[src/rtl/tlms_pkg.sv]
// Shared types, constants and duration tables of the twinkle lamp mode sequencer.
// Used by tlms_chan, the top level, tlms_checker and testbench; depends on nothing else.
package tlms_pkg;

  // sizing
  localparam int CHANNELS  = 4;
  localparam int STEPS     = 8;
  localparam int PATTERNS  = 3;
  localparam int LAMPS_OUT = 4;
  localparam int CH_W      = (CHANNELS > 1) ? $clog2(CHANNELS) : 1;
  localparam int STEP_W    = $clog2(STEPS);
  localparam int ELAPSED_W = 10;
  localparam int TAB_W     = 3;

  localparam logic [ELAPSED_W-1:0] ELAPSED_MAX = '1;

  // channel mode codes
  localparam logic [7:0] MODE_OFF   = 8'd0;
  localparam logic [7:0] MODE_ON    = 8'd1;
  localparam logic [7:0] MODE_PAT_A = 8'd2;
  localparam logic [7:0] MODE_PAT_C = 8'd4;

  // request kinds
  localparam logic REQ_TICK = 1'b0;
  localparam logic REQ_SLOT = 1'b1;

  // register offsets
  localparam logic [2:0] REG_CHANNEL_GROUP = 3'd0;

  // on and off durations in ms, per pattern and step
  localparam logic [ELAPSED_W-1:0] LIT_TIME [PATTERNS][8] = '{
    '{10'd18, 10'd23, 10'd16, 10'd15, 10'd14, 10'd12, 10'd21, 10'd12},
    '{10'd12, 10'd17, 10'd11, 10'd15, 10'd14, 10'd12, 10'd17, 10'd12},
    '{10'd6,  10'd8,  10'd6,  10'd7,  10'd7,  10'd6,  10'd9,  10'd6}
  };
  localparam logic [ELAPSED_W-1:0] DARK_TIME [PATTERNS][8] = '{
    '{10'd65,  10'd75,  10'd45,  10'd33,  10'd65,  10'd22,  10'd45,  10'd67},
    '{10'd250, 10'd450, 10'd175, 10'd345, 10'd476, 10'd225, 10'd345, 10'd198},
    '{10'd500, 10'd900, 10'd350, 10'd690, 10'd925, 10'd500, 10'd690, 10'd400}
  };

  // per-channel request control
  typedef struct packed {
    logic       tick;
    logic       mode_we;
    logic [7:0] mode;
  } tlms_ctrl_t;

endpackage

[src/rtl/tlms_chan.sv]
// One lamp channel: mode register, lamp level and three twinkle pattern timers.
// Depends on tlms_pkg.
module tlms_chan (
  input  logic               clk_i,
  input  logic               rst_ni,
  input  tlms_pkg::tlms_ctrl_t ctrl_i,
  output logic               lamp_o,
  output logic               lamp_nx_o
);
  import tlms_pkg::*;

  logic [7:0]           mode_q, mode_d;
  logic                 lamp_q, lamp_d;
  logic [PATTERNS-1:0]  lit_q, lit_d;
  logic [STEP_W-1:0]    step_q [PATTERNS];
  logic [STEP_W-1:0]    step_d [PATTERNS];
  logic [ELAPSED_W-1:0] el_q   [PATTERNS];
  logic [ELAPSED_W-1:0] el_d   [PATTERNS];
  logic [ELAPSED_W-1:0] el_inc [PATTERNS];
  logic [TAB_W-1:0]     tab_idx [PATTERNS];
  logic [STEP_W:0]      step_nx [PATTERNS];
  logic [1:0]           pat_sel;
  logic                 pat_mode;

  assign pat_mode = (mode_q >= MODE_PAT_A) && (mode_q <= MODE_PAT_C);
  assign pat_sel  = 2'(mode_q - MODE_PAT_A);

  // timers, compares and lamp update
  always_comb begin
    mode_d = ctrl_i.mode_we ? ctrl_i.mode : mode_q;
    lamp_d = lamp_q;
    lit_d  = lit_q;
    for (int p = 0; p < PATTERNS; p++) begin
      el_inc[p]  = (el_q[p] == ELAPSED_MAX) ? el_q[p] : el_q[p] + 1'b1;
      tab_idx[p] = TAB_W'(step_q[p]);
      step_nx[p] = {1'b0, step_q[p]} + 1'b1;
      step_d[p]  = step_q[p];
      el_d[p]    = ctrl_i.tick ? el_inc[p] : el_q[p];
    end
    if (ctrl_i.tick) begin
      if (mode_q == MODE_OFF) begin
        lamp_d = 1'b0;
      end else if (mode_q == MODE_ON) begin
        lamp_d = 1'b1;
      end else if (pat_mode) begin
        for (int p = 0; p < PATTERNS; p++) begin
          if (pat_sel == 2'(p)) begin
            if (lit_q[p]) begin
              if (el_inc[p] >= LIT_TIME[p][tab_idx[p]]) begin
                lamp_d   = 1'b0;
                lit_d[p] = 1'b0;
                el_d[p]  = '0;
              end
            end else if (el_inc[p] >= DARK_TIME[p][tab_idx[p]]) begin
              lamp_d   = 1'b1;
              lit_d[p] = 1'b1;
              el_d[p]  = '0;
              step_d[p] = (step_nx[p] >= (STEP_W+1)'(STEPS)) ? '0 : step_nx[p][STEP_W-1:0];
            end
          end
        end
      end
    end
  end

  // state registers
  always_ff @(posedge clk_i or negedge rst_ni) begin
    if (!rst_ni) begin
      mode_q <= MODE_OFF;
      lamp_q <= 1'b0;
      lit_q  <= '1;
      for (int p = 0; p < PATTERNS; p++) begin
        step_q[p] <= '0;
        el_q[p]   <= '0;
      end
    end else begin
      mode_q <= mode_d;
      lamp_q <= lamp_d;
      lit_q  <= lit_d;
      for (int p = 0; p < PATTERNS; p++) begin
        step_q[p] <= step_d[p];
        el_q[p]   <= el_d[p];
      end
    end
  end

  assign lamp_o    = lamp_q;
  // level the lamp takes at this edge
  assign lamp_nx_o = lamp_d;

endmodule

[src/rtl/twinkle_lamp_mode_sequencer.sv]
// Top level of the twinkle lamp mode sequencer: request decode, channel group
// register, lamp channels and a two-entry result queue. Depends on tlms_pkg, tlms_chan.
//
//  channel   dir  handshake                fields
//  s_axis    in   s_axis_tvalid/tready     tuser: req_type; tdata: slot_index, slot_value
//  m_axis    out  m_axis_tvalid/tready     tdata: lamp_zero .. lamp_three
//  apb       in   psel/penable/pready      channel_group at offset 0
//
// one request per clock while s_axis_tready is high; its result enters the result
// queue at the same edge and is offered on m_axis from the next cycle
// the two-entry result queue lets requests keep flowing while a result waits;
// s_axis_tready drops only when both entries are held
// reset restores all modes, lamps and pattern timers at once, no sweep
module twinkle_lamp_mode_sequencer (
  input  logic        clk_i,
  input  logic        rst_ni,
  input  logic        s_axis_tvalid,
  output logic        s_axis_tready,
  input  logic [23:0] s_axis_tdata,   // [8:0] slot_index, [16:9] slot_value, rest zero
  input  logic        s_axis_tuser,   // [0] req_type
  output logic        m_axis_tvalid,
  input  logic        m_axis_tready,
  output logic [7:0]  m_axis_tdata,   // [0] lamp_zero, [1] lamp_one, [2] lamp_two,
                                      // [3] lamp_three, rest zero
  input  logic        psel,
  input  logic        penable,
  input  logic        pwrite,
  input  logic [2:0]  paddr,
  input  logic [31:0] pwdata,
  output logic [31:0] prdata,
  output logic        pready
);
  import tlms_pkg::*;

  logic [3:0]           group_q;
  logic                 in_acc, out_acc;
  logic [8:0]           slot_index;
  logic [7:0]           slot_value;
  logic [9:0]           slot_base, slot_off;
  logic                 slot_hit;
  logic [CH_W-1:0]      slot_ch;
  tlms_ctrl_t           ctrl [CHANNELS];
  logic [CHANNELS-1:0]  lamp_now, lamp_nx;
  logic [LAMPS_OUT-1:0] res_bits;
  logic [LAMPS_OUT-1:0] fifo_q [2];
  logic                 wr_ptr_q, rd_ptr_q;
  logic [1:0]           cnt_q, cnt_d;

  // configuration port
  assign pready = 1'b1;
  assign prdata = {28'd0, group_q};

  always_ff @(posedge clk_i or negedge rst_ni) begin
    if (!rst_ni) begin
      group_q <= '0;
    end else if (psel && penable && pwrite && pready && (paddr[2] == REG_CHANNEL_GROUP[2])) begin
      group_q <= pwdata[3:0];
    end
  end

  // request decode
  assign in_acc     = s_axis_tvalid && s_axis_tready;
  assign out_acc    = m_axis_tvalid && m_axis_tready;
  assign slot_index = s_axis_tdata[8:0];
  assign slot_value = s_axis_tdata[16:9];
  assign slot_base  = 10'(group_q) * 10'(CHANNELS);
  assign slot_off   = {1'b0, slot_index} - slot_base;
  assign slot_hit   = ({1'b0, slot_index} >= slot_base) && (slot_off < 10'(CHANNELS));
  assign slot_ch    = slot_off[CH_W-1:0];

  // lamp channels
  for (genvar c = 0; c < CHANNELS; c++) begin : g_chan
    assign ctrl[c].tick    = in_acc && (s_axis_tuser == REQ_TICK);
    assign ctrl[c].mode_we = in_acc && (s_axis_tuser == REQ_SLOT) && slot_hit
                             && (slot_ch == CH_W'(c));
    assign ctrl[c].mode    = slot_value;

    tlms_chan u_chan (
      .clk_i     (clk_i),
      .rst_ni    (rst_ni),
      .ctrl_i    (ctrl[c]),
      .lamp_o    (lamp_now[c]),
      .lamp_nx_o (lamp_nx[c])
    );
  end

  // result fields, missing channels read zero
  for (genvar j = 0; j < LAMPS_OUT; j++) begin : g_res
    if (j < CHANNELS) begin : g_live
      assign res_bits[j] = lamp_nx[j];
    end else begin : g_none
      assign res_bits[j] = 1'b0;
    end
  end

  // result queue
  always_comb begin
    unique case ({in_acc, out_acc})
      2'b10:   cnt_d = cnt_q + 2'd1;
      2'b01:   cnt_d = cnt_q - 2'd1;
      default: cnt_d = cnt_q;
    endcase
  end

  always_ff @(posedge clk_i or negedge rst_ni) begin
    if (!rst_ni) begin
      cnt_q    <= '0;
      wr_ptr_q <= 1'b0;
      rd_ptr_q <= 1'b0;
    end else begin
      cnt_q <= cnt_d;
      if (in_acc) begin
        wr_ptr_q <= ~wr_ptr_q;
      end
      if (out_acc) begin
        rd_ptr_q <= ~rd_ptr_q;
      end
    end
  end

  always_ff @(posedge clk_i) begin
    if (in_acc) begin
      fifo_q[wr_ptr_q] <= res_bits;
    end
  end

  assign s_axis_tready = (cnt_q != 2'd2);
  assign m_axis_tvalid = (cnt_q != 2'd0);
  assign m_axis_tdata  = {4'd0, fifo_q[rd_ptr_q]};

  // checks
  a_cnt_bound: assert property (@(posedge clk_i) disable iff (!rst_ni)
    cnt_q != 2'd3)
    else $error("result queue count out of range");

  a_result_follows: assert property (@(posedge clk_i) disable iff (!rst_ni)
    in_acc |=> m_axis_tvalid)
    else $error("accepted request left no result");

  a_slot_keeps_lamps: assert property (@(posedge clk_i) disable iff (!rst_ni)
    (in_acc && (s_axis_tuser == REQ_SLOT)) |=> $stable(lamp_now))
    else $error("slot byte changed a lamp");

  a_idle_keeps_lamps: assert property (@(posedge clk_i) disable iff (!rst_ni)
    !in_acc |=> $stable(lamp_now))
    else $error("lamp changed without a request");

endmodule

[config.mk]
export PLATFORM = sky130hd
export DESIGN_NAME = twinkle_lamp_mode_sequencer
export DESIGN_NICKNAME = d
export VERILOG_FILES = /design/src/rtl/tlms_pkg.sv /design/src/rtl/tlms_chan.sv /design/src/rtl/twinkle_lamp_mode_sequencer.sv
export SDC_FILE = /design/constraint.sdc
export NUM_CORES = 1
export LEC_CHECK = 0
export BUFFER_PORTS_ARGS = -buffer_cell sky130_fd_sc_hd__buf_4
export CORE_ASPECT_RATIO = 1.5
export CORE_UTILIZATION = 40
export DETAILED_ROUTE_END_ITERATION = 7
export SYNTH_ARGS = -nofsm -noshare
export SYNTH_HDL_FRONTEND = slang
export SYNTH_SLANG_ARGS = --single-unit
[constraint.sdc]
create_clock -name clk_i -period 4.7 [get_ports clk_i]
set_input_delay 0.235 -clock clk_i [delete_from_list [all_inputs] [get_ports clk_i]]
set_output_delay 0.235 -clock clk_i [all_outputs]
set_load 0.01 [all_outputs]
# == Word-level counts from Yosys, hierarchy flattened ==
# Memory sizes are Yosys's and may differ from the RTL's.
# Cells that the tools add are included.
# word_totals
regBits,212
ramBits,8
mem_bits_ro,1920
in_bits,67
wordCells,531
n_memories,25
# memory_table
name,depth,word_bits,rd,rd_ports_with_merged_regs,write_ports,line,rtl
(no name shown),8,10,1,0,0,tlms_chan.sv:49,if (el_inc[p] >= LIT_TIME[p][tab_idx[p]]) begin
(no name shown),8,10,1,0,0,tlms_chan.sv:54,end else if (el_inc[p] >= DARK_TIME[p][tab_idx[p]]) begin
(no name shown),8,10,1,0,0,tlms_chan.sv:49,
(no name shown),8,10,1,0,0,tlms_chan.sv:54,
(no name shown),8,10,1,0,0,tlms_chan.sv:49,
(no name shown),8,10,1,0,0,tlms_chan.sv:54,
+19 memories,-,-,-,-,-,-,
# op_classes
addsub,31
n_lt_le_gt_ge,58
eq_ne,30
mux,251
bitwise_logic,36
reduce_logical,52
# ops
cell,count
10-bit 2-to-1 mux,120
30-bit 2-to-1 mux,16
10-bit greater-or-equal comparator,24
"10-bit by 1-bit adder with 10-bit output, second input constant",12
"10-bit == test, second input constant",12
1-bit 2-to-1 mux,102
"4-bit greater-or-equal comparator, second input constant",24
7-bit AND reduction,12
5-bit AND reduction,12
"3-bit by 1-bit adder with 4-bit output, second input constant",12
3-bit NOT with 4-bit output,12
3-bit 2-to-1 mux,12
"8-bit by 1-bit == test with 1-bit output, second input constant",4
"8-bit by 2-bit greater-or-equal comparator with 1-bit output, second input constant",4
"8-bit by 3-bit less-or-equal comparator with 1-bit output, second input constant",4
8-bit zero test,4
1-bit NOT,24
1-bit logical AND,17
"2-bit == test, second input constant",7
"2-bit by 1-bit == test with 1-bit output, second input constant",6
2-bit zero test,5
"10-bit by 3-bit less-than comparator with 1-bit output, second input constant",1
9-bit by 6-bit subtractor with 10-bit output,1
9-bit by 6-bit greater-or-equal comparator with 1-bit output,1
6 further kinds,10

# == Logic depth before layout (Yosys ltp) ==
# Gate-level depths: netlist of run 1.
# depth
ltp_word,18
mapped_depth,17

# == By module ==
# From an unflattened synthesis of run 1, not the netlist that was laid out.
# unflattened
cells_unflattened,2149
hier_area_um2,18721.7
# modules_own_cells
module,instances,cells_per_inst,area_per_inst_um2,seq_area_each_um2
tlms_chan at g_chan[1].u_chan,1,519,4505.6,1280.0
tlms_chan at g_chan[0].u_chan,1,527,4456.8,1280.0
tlms_chan at g_chan[3].u_chan,1,518,4393.0,1280.0
tlms_chan at g_chan[2].u_chan,1,486,4271.6,1280.0
twinkle_lamp_mode_sequencer,1,99,1094.8,440.4

# == Worst setup path after synthesis of run 1 ==
# OpenSTA, ideal clock, no wires.
# synth_timing
kind,flip-flop to flip-flop
startpoint,register g_chan[1].u_chan.el_q[23] (netlist bit)
endpoint,register g_chan[1].u_chan.el_q[22] (netlist bit)
setup_time_ps,110
t_arrival_ps,3565
required_time_ps,4590
path_slack_ps,1025
path_stages_with_launch,14
path_buffers,2
path_cell_list,dfrtp_1 > clkbuf_1 > nand4_1 > nor3_1 > xor2_1 > ha_1 > nand2b_1 > a2111oi_0 > nor2_1 > o21a_1 > a211o_1 > o211a_1 > clkbuf_1 > o41ai_1
# synth_lines
element,line,rtl
"start, declared",tlms_chan.sv:17,logic [ELAPSED_W-1:0] el_q [PATTERNS];
"start signal, assigned by index",tlms_chan.sv:82,el_q[p] <= el_d[p];

# == Final worst setup path of run 1 ==
# layout_timing
startpoint,register g_chan[3].u_chan.el_q[0] (netlist bit)
endpoint,"memory fifo_q[0][3], data pin"
# layout_between
elab_chain_len,10
# layout_rtl
element,line,rtl
"start, declared",tlms_chan.sv:17,
"start signal, assigned by index",tlms_chan.sv:82,
10-bit by 1-bit adder with 10-bit output or 10-bit == test (tied branches),tlms_chan.sv:34,el_inc[p] = (el_q[p] == ELAPSED_MAX) ? el_q[p] : el_q[p] + 1'b1;
10-bit 2-to-1 mux *,tlms_chan.sv:34,
10-bit greater-or-equal comparator (on tied branches),"tlms_chan.sv:54, tlms_chan.sv:49",
1-bit 2-to-1 mux (on tied branches),"tlms_chan.sv:54, tlms_chan.sv:49",
1-bit 2-to-1 mux *,tlms_chan.sv:48,if (lit_q[p]) begin
1-bit 2-to-1 mux *,tlms_chan.sv:47,if (pat_sel == 2'(p)) begin
1-bit 2-to-1 mux *,tlms_chan.sv:45,end else if (pat_mode) begin
1-bit 2-to-1 mux *,tlms_chan.sv:43,end else if (mode_q == MODE_ON) begin
1-bit 2-to-1 mux *,tlms_chan.sv:41,if (mode_q == MODE_OFF) begin
1-bit 2-to-1 mux *,tlms_chan.sv:40,if (ctrl_i.tick) begin
named net g_chan[3].u_chan.lamp_nx_o,tlms_chan.sv:8,output logic lamp_nx_o
"end, declared",twinkle_lamp_mode_sequencer.sv:45,logic [LAMPS_OUT-1:0] fifo_q [2];
# Mark *: on every way through the listed nets, which the timed path passes. The rest lies on a longest branch.

==> summary.md, run 1 <==
| Metric | Value |
|---|---|
| P_int | `4.76 mW` |
| CP Data Required Time | `5.00 ns` |
| Yosys top cell by area | `dfrtp_1` |
| Crit path launch type | `register` |
| Number of global-route vias before repair | `15300` |
| Sequential share of power | `0.350` |
| Post-synth EDFFs | `8` |
| Non-Filler Instances | `2758` |
| DRC Markers | `0` |
| Root Driver | `clkbuf_16` |
| Reg-to-reg startpoint | `g_chan[3].u_chan.el_q[0]` |
| DIE AREA | `46300 µm²` |
| FILL cells | `4333` |
| Die height | `263 µm` |
| Pleak | `9.34 nW` |
| Area occupied by multi-input gates | `11800 µm²` |
| Grt total ovfl | `0` |
| Setup Skew | `0.0330 ns` |
| Worst-Skew Late Latency | `0.56 ns` |
| F_max | `235 MHz` |
| Hold EP | `g_chan[1].u_chan.el_q[25]` |
| Routed vias/inst | `5.54` |
| Power Dens Cells | `381 nW/µm²` |
| #FFs+latches synth | `220` |
| Drt total wl | `42000 µm` |
| Most frequent cells in the layout | `287 x nand2_1, 217 x ha_1, 200 x dfrtp_1` |
| Fin crit period | `4.26 ns` |
| Final setup viols | `0` |
| ANT nets after route | `0` |
| Antenna Cells | `0` |
| Synth Instances | `2153` |
| Fin crit share | `0.905` |
| Combinational Power Share | `0.362` |
| RR Endpoint | `fifo_q[0][3]` |
| Mapped cell area | `18200 µm²` |
| Synth Warn # | `0` |
| First-pass GRT wire length | `71600 µm` |
| Ys async rst share | `0.964` |
| Area added between synthesis and finish | `9.47%` |
| Hold Crit Depth | `4` |
| Number of I/O pins | `110` |
| Clock share of power | `0.288` |
| Commonest non-fill, non-tap cell in the layout | `nand2_1` |
| CTS Buf Count | `26` |
| Worst-Margin Slew | `1.02 ns` |
| Setup TNS | `0 ns` |
| Dpl cell area | `18800 µm²` |
| Post-layout nets | `2440` |
| CP Max Fanout | `7` |
| Switch share | `0.373` |
| Row count | `95` |
| H-Tree Depth | `1` |
| Largest net degree at the start of global routing | `110` |
| Crit end category | `register` |
| Core ar. | `44800 µm²` |
| Status | `complete, no violations` |
| Placed insts | `2696` |
| DR iter-0 viols | `737` |
| Clk sinks | `220` |
| Top FF cell, synth | `dfrtp_1` |
| Port Buffer Count | `39` |
| Arrival @ worst endpoint | `4.56 ns` |
| Dominant cells by area after synthesis | `dfrtp_1 28%, ha_1 15%, nand2_1 5.9%, o21ai_0 4.2%, mux2_2 3.8%` |
| Hold WC Path Type | `in -> reg` |
| CTS max path bufs | `3` |
| Psw | `2.83 mW` |
| Post-cts sizing count | `0` |
| Mapped Avg Cell Area | `8.44 µm²` |
| Share of layout cells above drive strength 1 | `0.0938` |
| Reg-to-reg slack, setup | `0.44 ns` |
| Clock Pin Slew Worst Setup and Hold Paths | `0.06 ns` |
| Sequential Area | `5560 µm²` |
| Post-synthesis cell type count | `83` |
| Average wire per standard cell | `15.2 µm` |
| Reg2reg path depth | `12` |
| DP HPWL | `31500 µm` |
| Synth top area share | `0.275` |
| WS Path Type | `reg -> reg` |
| Hold_sp | `s_axis_tuser` |
| Post-synthesis sequential area ratio | `0.306` |
| Relative slew slack | `0.309` |
| Peak supply drop | `0.000295 V` |
| GPL Wtd Cong | `0.820` |
| DRT Pass-1 Iters | `5` |
| Post-route cell area | `19900 µm²` |
| CTS tree | `done` |
| DR vias | `15300` |
| Starting Density | `0.406` |
| RSZ-0062 raised after global routing | `false` |
| Max capacitance violation total | `0` |
| GRT Total Usage | `0.184` |
| Final hold violations | `0` |
| Antenna violations before repair | `0` |
| Post-CTS Setup Inserts | `0` |
| Utilization after layout | `0.444` |
| Chip Width | `176 µm` |
| Max-slew violation total from the final report | `0` |
-- per-layer routing --
layer | GRT usage | routed length (µm) | vias up | part of all wire
li1 | - | - | 7708 | -
met1 | 0.204 | 17400 | 7305 | 0.41
met2 | 0.355 | 22500 | 188 | 0.54
met3 | 0.0165 | 901 | 65 | 0.021
met4 | 0.0696 | 1220 | 0 | 0.029
met5 | 0 | 0 | - | 0
-- critical path: stages, from the launching register on --
cell and delay (ns):
dfrtp_1 0.44, ha_1 0.31, nand4_1 0.22, or3_1 0.48, xnor2_1 0.28, ha_1 0.28, nand2b_1 0.14, a211o_1 0.28
a21oi_1 0.21, nand4_1 0.15, o311ai_0 0.53, o311ai_0 0.23, a21oi_1 0.43
-- power by group through the flow --
stage	logic (mW)	registers, mW	clock network [mW]
3_5_place_dp	2.76	2.67	0
3_3_place_gp	2.65	2.66	0
6_report	2.75	2.65	2.19
5_1_grt	3.17	2.71	2.32
4_1_cts	2.79	2.64	2.26
2_1_floorplan	2.13	2.52	0
-- sequential cells by signal (all words and copies together), names as in the netlist --
name	cells
g_chan.u_chan.step_q	36
g_chan.u_chan.mode_q	32
rd_ptr_q	1
g_chan.u_chan.lamp_o	4
group_q	4
g_chan.u_chan.el_q	120
fifo_q	8
g_chan.u_chan.lit_q	12
wr_ptr_q	1
cnt_q	2
-- stage by stage --
stage | hold slack, ns | power, mW | worst slack [ns]
final | 0.125 | 7.58 | 0.445
after detailed placement | 0.408 | 5.43 | 0.540
after global placement | 0.410 | 5.31 | 0.579
after global routing | 0.143 | 8.21 | 0.170
after CTS | 0.111 | 7.69 | 0.496
after floorplan | -0.0606 | 4.65 | 1.02
-- cell type report --
type	instances	area share
Multi-Input combinational cell	1756	0.594
Sequential cell	220	0.280
Tap cell	582	0.0366
Clock buffer	32	0.0364
Timing Repair Buffer	63	0.0265
Inverter	89	0.0168
Clock inverter	16	0.0104
-- synth_stat cells (8+ instances only) --
master / number
mux2_2: 62
buf_4: 33
nand3_1: 79
a31oi_1: 26
and2_1: 31
a311oi_1: 11
inv_1: 89
dfstp_2: 12
nor4_1: 16
mux2i_1: 29
and3_1: 34
or2_2: 13
buf_2: 11
edfxtp_1: 8
nand4_1: 26
o21a_1: 29
nor2_1: 162
a21o_1: 35
nor2b_1: 24
nor3_1: 39
dfrtp_1: 200
nand2b_1: 40
o41ai_1: 11
o22ai_1: 9
nand2_1: 287
or3_1: 18
xnor2_1: 46
a21oi_1: 117
o31ai_1: 24
clkbuf_1: 73
o211ai_1: 12
ha_1: 217
a31o_2: 10
o21ai_0: 151
xor2_1: 31
and4_1: 15
nand3b_1: 8
a22o_1: 16
-- what timing repair did --
item / CTS / global route
hold buffers: 14 / 0
endpoints found under the setup margin: 0 / 0
endpoints found under the hold margin: 140 / 0
-- kinds of logic (layout without fill, tap and decap cells) --
| family | after synthesis | after routing | share of synthesized area |
|---|---|---|---|
| and+or+nand+nor | 822 | 822 | 0.219 |
| xor gates and xnor gates | 77 | 77 | 0.0371 |
| muxes | 91 | 91 | 0.0544 |
| adders and majority gates | 217 | 217 | 0.149 |
| DFF | 220 | 220 | 0.306 |
| AOI/OAI and AO/OA | 516 | 516 | 0.183 |
| buffers and inverters | 208 | 200 | 0.0510 |
| other | 2 | 33 | 0.000413 |
-- worst max-delay path by stage --
stage,startpoint,end,cells past startpoint
after floorplan,g_chan[1].u_chan.el_q[23],g_chan[1].u_chan.el_q[22],13
after global placement,g_chan[3].u_chan.el_q[0],fifo_q[0][3],12
after detailed placement,g_chan[1].u_chan.el_q[20],g_chan[1].u_chan.el_q[22],13
after CTS,g_chan[3].u_chan.el_q[0],fifo_q[0][3],12
after global routing,g_chan[3].u_chan.el_q[0],g_chan[3].u_chan.el_q[2],13
final,g_chan[3].u_chan.el_q[0],fifo_q[0][3],12
No activity file was read; power rests on OpenSTA's default activity.
==> run 2, diff against run 1 <==
--- a/config.mk
+++ b/config.mk
@@ -9,6 +9,7 @@
 export CORE_ASPECT_RATIO = 1.5
 export CORE_UTILIZATION = 40
 export DETAILED_ROUTE_END_ITERATION = 7
+export RECOVER_POWER = 50
 export SYNTH_ARGS = -nofsm -noshare
 export SYNTH_HDL_FRONTEND = slang
 export SYNTH_SLANG_ARGS = --single-unit
==> constraint.sdc (replaced) <==
create_clock -name clk_i -period 4 [get_ports clk_i]
set_input_delay 0.2 -clock clk_i [delete_from_list [all_inputs] [get_ports clk_i]]
set_output_delay 0.2 -clock clk_i [all_outputs]
set_load 0.01 [all_outputs]
==> run 2 against run 1 <==
  * The flow now finishes with violations (max-capacitance violations, max-slew violations)
  * Worst setup slack got worse by 0.22 ns
  * Combinational power increased by 22%
  * Power rose by 18%
  * Wire length increased by 2.1%
  * Maximum frequency up 13%
  * Register-to-register slack worse by 0.22 ns
  * Sequential power rose by 17%
  * Die area stayed put
  * Core utilization up 0.70 points
  * Non-clock buffer count increased by 37
  * Global-route usage grew 0.23 points
  * Clock skew fell by 0.017 ns
  * Critical endpoint is now g_chan[0].u_chan.el_q[4]
  * Highest routed layer unchanged
==> summary.md, run 2 (same netlist as run 1, synthesis figures left out) <==
| Metric | Value |
|---|---|
| Crit path launch type | `register` |
| CTS max path bufs | `3 (unchanged)` |
| Reg-to-reg slack, setup | `0.23 ns (-0.22 ns)` |
| Peak supply drop | `0.000339 V (+15%)` |
| Die height | `263 µm (unchanged)` |
| Met3 usage in global routing | `0.0227 (+0.00621)` |
| F_max | `265 MHz (+13%)` |
| Power Dens Cells | `443 nW/µm² (+16%)` |
| Critical path endpoint | `g_chan[0].u_chan.el_q[4]` |
| Relative slew slack | `-1.02 (-1.33)` |
| CTS Buf Count | `26 (unchanged)` |
| Core ar. | `44800 µm² (unchanged)` |
| Violated checks | `max-capacitance violations, max-slew violations` |
| Grt met1 use | `0.203 (-0.000316)` |
| Number of I/O pins | `110 (unchanged)` |
| DR vias | `15500 (+1.5%)` |
| CTS tree | `done` |
| Starting Density | `0.406 (unchanged)` |
| H-Tree Depth | `1 (unchanged)` |
| Antenna violations before repair | `0 (unchanged)` |
| Final hold violations | `0 (unchanged)` |
| Switch share | `0.374 (+0.00113)` |
| Setup Skew | `0.0160 ns (-0.0170 ns)` |
| WS Path Type | `reg -> reg` |
| Max capacitance violation total | `1 (+1)` |
| GRT Total Usage | `0.186 (+0.00234)` |
| Max-slew violation total from the final report | `62 (+62)` |
| Final setup viols | `0 (unchanged)` |
| Fin crit period | `3.77 ns (-0.483 ns)` |
| DRT Pass-1 Iters | `7 (+2)` |
| Post-layout nets | `2477 (+1.5%)` |
| Root Driver | `clkbuf_16` |
| Hold WC Path Type | `in -> reg` |
| Average wire per standard cell | `15.4 µm (+0.74%)` |
| Status | `finished with violations` |
| Pleak | `9.50 nW (+1.8%)` |
| Port Buffer Count | `39 (unchanged)` |
| Grt total ovfl | `0 (unchanged)` |
| Share of layout cells above drive strength 1 | `0.114 (+0.0201)` |
| Worst-Margin Slew | `3.03 ns (+2.01 ns)` |
| Antenna Cells | `0 (unchanged)` |
| Clock Pin Slew Worst Setup and Hold Paths | `0.06 ns (about the same)` |
| Drt total wl | `42900 µm (+2.1%)` |
| Routed vias/inst | `5.54 (+0.12%)` |
| DP HPWL | `32200 µm (+2.2%)` |
| Area added between synthesis and finish | `11.2%` |
| CP Max Fanout | `7 (unchanged)` |
| DRC Markers | `0 (unchanged)` |
| ANT nets after route | `0 (unchanged)` |
| Biggest register | `g_chan.u_chan.el_q` |
| First-pass GRT wire length | `72200 µm (+0.90%)` |
| Worst-Skew Late Latency | `0.56 ns (about the same)` |
| Number of global-route vias before repair | `15300 (+0.35%)` |
| GPL Wtd Cong | `0.840 (+2.6%)` |
| Fin crit share | `0.943 (+0.0376)` |
| Most frequent cells in the layout | `287 x nand2_1, 216 x ha_1, 198 x dfrtp_1` |
| Placed insts | `2731 (+1.3%)` |
| Met2 Use GR | `0.357 (+0.00181)` |
| DR iter-0 viols | `771 (+4.6%)` |
| Commonest non-fill, non-tap cell in the layout | `nand2_1` |
| Sequential share of power | `0.346 (-0.004)` |
| Reg-to-reg startpoint | `g_chan[0].u_chan.el_q[1]` |
| Crit end category | `register` |
| Clk sinks | `220 (unchanged)` |
| DIE AREA | `46300 µm² (unchanged)` |
| Largest net degree at the start of global routing | `62 (-44%)` |
| Max reg flops | `120 (unchanged)` |
| Chip Width | `176 µm (unchanged)` |
| Arrival @ worst endpoint | `4.21 ns (-0.35 ns)` |
| Combinational Power Share | `0.375 (+0.013)` |
| Top Registers | `g_chan.u_chan.el_q: 120 flops, g_chan.u_chan.step_q: 36 flops, g_chan.u_chan.mode_q: 32 flops` |
| Setup crit start | `g_chan[0].u_chan.el_q[1]` |
| CP Data Required Time | `4.44 ns (-0.56 ns)` |
| Reg2reg path depth | `14 (+2)` |
| Setup TNS | `0 ns (unchanged)` |
| FILL cells | `4390 (+1.3%)` |
| Clock share of power | `0.278 (-0.010)` |
| Row count | `95 (unchanged)` |
| Psw | `3.35 mW (+18%)` |
| RSZ-0062 raised after global routing | `false` |
| Busiest grt layer | `met2` |
| Non-Filler Instances | `2795 (+1.3%)` |
| RR Endpoint | `g_chan[0].u_chan.el_q[4]` |
| P_int | `5.60 mW (+18%)` |
[run 2: cell types whose count changed in the layout (fill, tap and decap cells not counted), moves of 3 or more]
| cell | before | now |
|---|---|---|
| clkbuf_1 | 2 | 12 |
| buf_4 | 47 | 78 |
| clkinv_2 | 6 | 3 |
| a2111oi_0 | 6 | 3 |
[run 2: cell type report]
cell class	instances	area (µm²)	share of cell area
clock buffers	39	749	0.0371
multi-input cells	1756	11900	0.590
well taps	582	728	0.0360
clock inverters	9	136	0.00675
flip-flops and latches	220	5560	0.275
inverters	89	334	0.0165
repair buffers	100	778	0.0385
[run 2: critical path, stage by stage (launching register included)]
cell and delay (ns):
dfrtp_1 0.44, ha_1 0.22, and3_1 0.28, and3_1 0.30
nand2_1 0.12, xnor2_1 0.25, ha_1 0.27, nand2b_1 0.14
a21o_1 0.17, a21oi_1 0.15, o211ai_1 0.13, o41ai_2 0.39
a21oi_1 0.28, and2_1 0.27, a311oi_1 0.25
[run 2: routing by layer]
metal | routed length, µm | vias up | part of all wire
li1 | - | 7773 | -
met1 | 17500 | 7405 | 0.41
met2 | 22700 | 222 | 0.53
met3 | 1280 | 89 | 0.030
met4 | 1430 | 0 | 0.033
met5 | 0 | - | 0
[run 2: power by group through the flow]
stage	sequential [mW]	combinational [mW]	clock, mW
after detailed placement	3.12	3.35	0
final	3.10	3.36	2.49
after CTS	3.08	3.38	2.58
after global routing	3.17	3.89	2.66
after floorplan	2.96	2.51	0
after global placement	3.10	3.22	0
[run 2: worst min-delay path by stage]
stage,from,to,cells after the start
floorplan,rst_ni,cnt_q[0],0
global placement,rst_ni,g_chan[3].u_chan.el_q[13],1
detailed placement,rst_ni,g_chan[3].u_chan.el_q[10],1
CTS,s_axis_tdata[1],g_chan[0].u_chan.mode_q[7],3
global route,s_axis_tdata[1],g_chan[0].u_chan.mode_q[5],3
finish,s_axis_tdata[1],g_chan[0].u_chan.mode_q[5],3
[run 2: per-stage QoR]
| stage | power [mW] | area, µm² | setup slack, ns | utilization | hold WS [ns] |
|---|---|---|---|---|---|
| after floorplan | 5.47 | 18300 | 0.325 | - | -0.0956 |
| after detailed placement | 6.47 | 19100 | 0.0523 | 0.426 | 0.201 |
| after global routing | 9.73 | 20200 | 0.000296 | 0.451 | 0.105 |
| after global placement | 6.32 | 19100 | 0.110 | 0.426 | 0.198 |
| after CTS | 9.04 | 20100 | 0.0295 | 0.449 | 0.0844 |
| final | 8.95 | 20200 | 0.228 | 0.451 | 0.116 |
[run 2: timing repair]
item	CTS	global route
gates resized for setup	0	29
endpoints found under the setup margin	0	62
hold buffers	15	0
endpoints found under the hold margin	97	0
setup buffers	0	1
==> run 3, diff against run 2 <==
==> constraint.sdc (replaced) <==
create_clock -name clk_i -period 4 [get_ports clk_i]
set_input_delay 0.4 -clock clk_i [delete_from_list [all_inputs] [get_ports clk_i]]
set_output_delay 0.4 -clock clk_i [all_outputs]
set_load 0.01 [all_outputs]
==> run 3 against run 2 <==
  * The run still ends with max-capacitance violations, max-slew violations left
  * Worst hold slack got worse by 0.067 ns
  * Critical path type unchanged
  * Non-clock buffer count down 18
  * Core utilization is 0.56 points lower
  * Worst setup slack worse by 0.0054 ns
  * Final cell count shrank 0.64%
  * Sequential cell count is the same
  * Combinational power is essentially flat
  * Highest routed layer unchanged
  * Count of clock-buffer cells in the layout down 2
  * Sequential share of layout area increased by 0.33 points
  * First-iteration DRC count is 12% lower
  * Maximum frequency shrank 0.14%
  * Power is 1.7% lower
==> summary.md, run 3 (same netlist as run 1, synthesis figures left out) <==
| Metric | Value |
|---|---|
| H-Tree Depth | `1 (unchanged)` |
| Grt total ovfl | `0 (unchanged)` |
| DP HPWL | `31700 µm (-1.6%)` |
| Worst-Margin Slew | `2.37 ns (-0.662 ns)` |
| F_max | `265 MHz (-0.14%)` |
| Final setup viols | `0 (unchanged)` |
| Relative slew slack | `-0.580 (+0.441)` |
| Number of global-route vias before repair | `14900 (-2.6%)` |
| Fin crit period | `3.78 ns (+0.00536 ns)` |
| Root Driver | `clkbuf_16` |
| DRC Markers | `0 (unchanged)` |
| Crit end category | `register` |
| Pleak | `9.40 nW (-1.1%)` |
| Fin crit share | `0.944 (+0.00134)` |
| CP Data Required Time | `4.52 ns (+0.08 ns)` |
| First-pass GRT wire length | `71200 µm (-1.5%)` |
| Number of I/O pins | `110 (unchanged)` |
| Violated checks | `max-capacitance violations, max-slew violations` |
| Average wire per standard cell | `15.2 µm (-1.2%)` |
| Port Buffer Count | `39 (unchanged)` |
| Final hold violations | `0 (unchanged)` |
| Starting Density | `0.406 (unchanged)` |
| Max-slew violation total from the final report | `89 (+44%)` |
| Setup Skew | `0.0399 ns (+0.0239 ns)` |
| Clk sinks | `220 (unchanged)` |
| ANT nets after route | `0 (unchanged)` |
| Most frequent cells in the layout | `287 x nand2_1, 217 x ha_1, 200 x dfrtp_1` |
| Sequential Area | `5560 µm² (about the same)` |
| Largest net degree at the start of global routing | `110 (+77%)` |
| GRT Total Usage | `0.184 (-0.00292)` |
| DIE AREA | `46300 µm² (unchanged)` |
| Tot Pwr | `8.80 mW (-1.7%)` |
| Area added between synthesis and finish | `9.83%` |
| DR iter-0 viols | `682 (-12%)` |
| GPL Wtd Cong | `0.846 (+0.70%)` |
| WS Path Type | `reg -> reg` |
| Antenna violations before repair | `0 (unchanged)` |
| Peak supply drop | `0.000444 V (+31%)` |
| Row count | `95 (unchanged)` |
| Routed vias/inst | `5.51 (-0.57%)` |
| DRT Pass-1 Iters | `5 (-2)` |
| Die height | `263 µm (unchanged)` |
| Top Registers | `g_chan.u_chan.el_q: 120 flops, g_chan.u_chan.step_q: 36 flops, g_chan.u_chan.mode_q: 32 flops` |
| CTS max path bufs | `3 (unchanged)` |
| Max capacitance violation total | `1 (unchanged)` |
| Biggest register | `g_chan.u_chan.el_q` |
| Chip Width | `176 µm (unchanged)` |
| Antenna Cells | `0 (unchanged)` |
| Crit path launch type | `register` |
| Clock Pin Slew Worst Setup and Hold Paths | `0.06 ns (about the same)` |
| FILL cells | `4390 (unchanged)` |
| Max reg flops | `120 (unchanged)` |
| Drt total wl | `42100 µm (-1.9%)` |
| Status | `finished with violations` |
| Power Dens Cells | `441 nW/µm² (-0.47%)` |
| Post-layout nets | `2459 (-0.73%)` |
| Utilization after layout | `0.445 (-0.00558)` |
| Worst-Skew Late Latency | `0.58 ns (+0.02 ns)` |
| Core ar. | `44800 µm² (unchanged)` |
| CTS Buf Count | `26 (unchanged)` |
| Commonest non-fill, non-tap cell in the layout | `nand2_1` |
| Post-CTS Setup Inserts | `0 (unchanged)` |
| Area occupied by multi-input gates | `11900 µm² (-0.35%)` |
| DR vias | `15300 (-1.2%)` |
| CP Max Fanout | `10 (+3)` |
| CTS tree | `done` |
| Hold WC Path Type | `in -> reg` |
| Arrival @ worst endpoint | `4.29 ns (+0.08 ns)` |
| Share of layout cells above drive strength 1 | `0.108 (-0.00590)` |
-- run 3: cell type report --
type                    count  share of cell area
clock inverters            11             0.00589
inverters                  89              0.0167
repair buffers             82              0.0305
multi-input cells        1756               0.595
clock buffers              37              0.0367
flip-flops and latches    220               0.279
well taps                 582              0.0365
-- run 3: layer usage --
metal,track usage,share of wire
met1,0.206,0.41
met2,0.352,0.54
met4,0.0623,0.024
met5,0,0
met3,0.0196,0.025
-- run 3: path summary, 6_finish.rpt --
kind	depth (start not counted)	start	end	slack [ns]
worst max-delay path	15	g_chan[2].u_chan.el_q[10]	g_chan[2].u_chan.el_q[10]	0.22
worst min register to register	2	g_chan[1].u_chan.lit_q[2]	g_chan[1].u_chan.lit_q[2]	0.48
min in group asynchronous	2	rst_ni	g_chan[1].u_chan.el_q[16]	1.08
worst min-delay path	2	pwdata[1]	group_q[1]	0.05
worst max register to register	15	g_chan[2].u_chan.el_q[10]	g_chan[2].u_chan.el_q[10]	0.22
max in group asynchronous	3	rst_ni	g_chan[2].u_chan.el_q[13]	0.82
-- run 3: power breakdown --
part	switching [mW]	internal, mW	leakage [nW]
Combinational	1.86	1.48	6.17
Sequential	0.469	2.62	2.82
Clock	1.02	1.35	0.411
-- run 3: critical path, cell delays in order (launching register included) --
cell	delay (ns)
dfrtp_1	0.43
ha_1	0.23
nand4_1	0.17
or2_2	0.37
and3_1	0.24
xor2_2	0.17
ha_1	0.32
a21o_1	0.18
a2111oi_0	0.34
o21ai_0	0.18
a311oi_2	0.33
nor2_1	0.09
o21a_1	0.24
nor2_2	0.09
buf_4	0.18
a22o_1	0.16
-- run 3: stage by stage --
stage	setup TNS, ns	cell area (µm²)	instances	worst slack (ns)	hold slack, ns
finish	0	20000	2777	0.223	0.0483
global route	-0.00185	20000	2777	-0.00183	0.0472
CTS	0	19900	2777	0.0458	0.0200
detailed placement	0	19100	2728	0.104	0.472
global placement	0	19100	2728	0.200	0.461
floorplan	0	18300	2184	0.325	0.104
-- run 3: repair_timing --
item                       4_1_cts  5_1_grt
hold endpoints to repair        79        0
hold buffers                     1        0
resized for setup                0       13
setup endpoints to repair        0       34
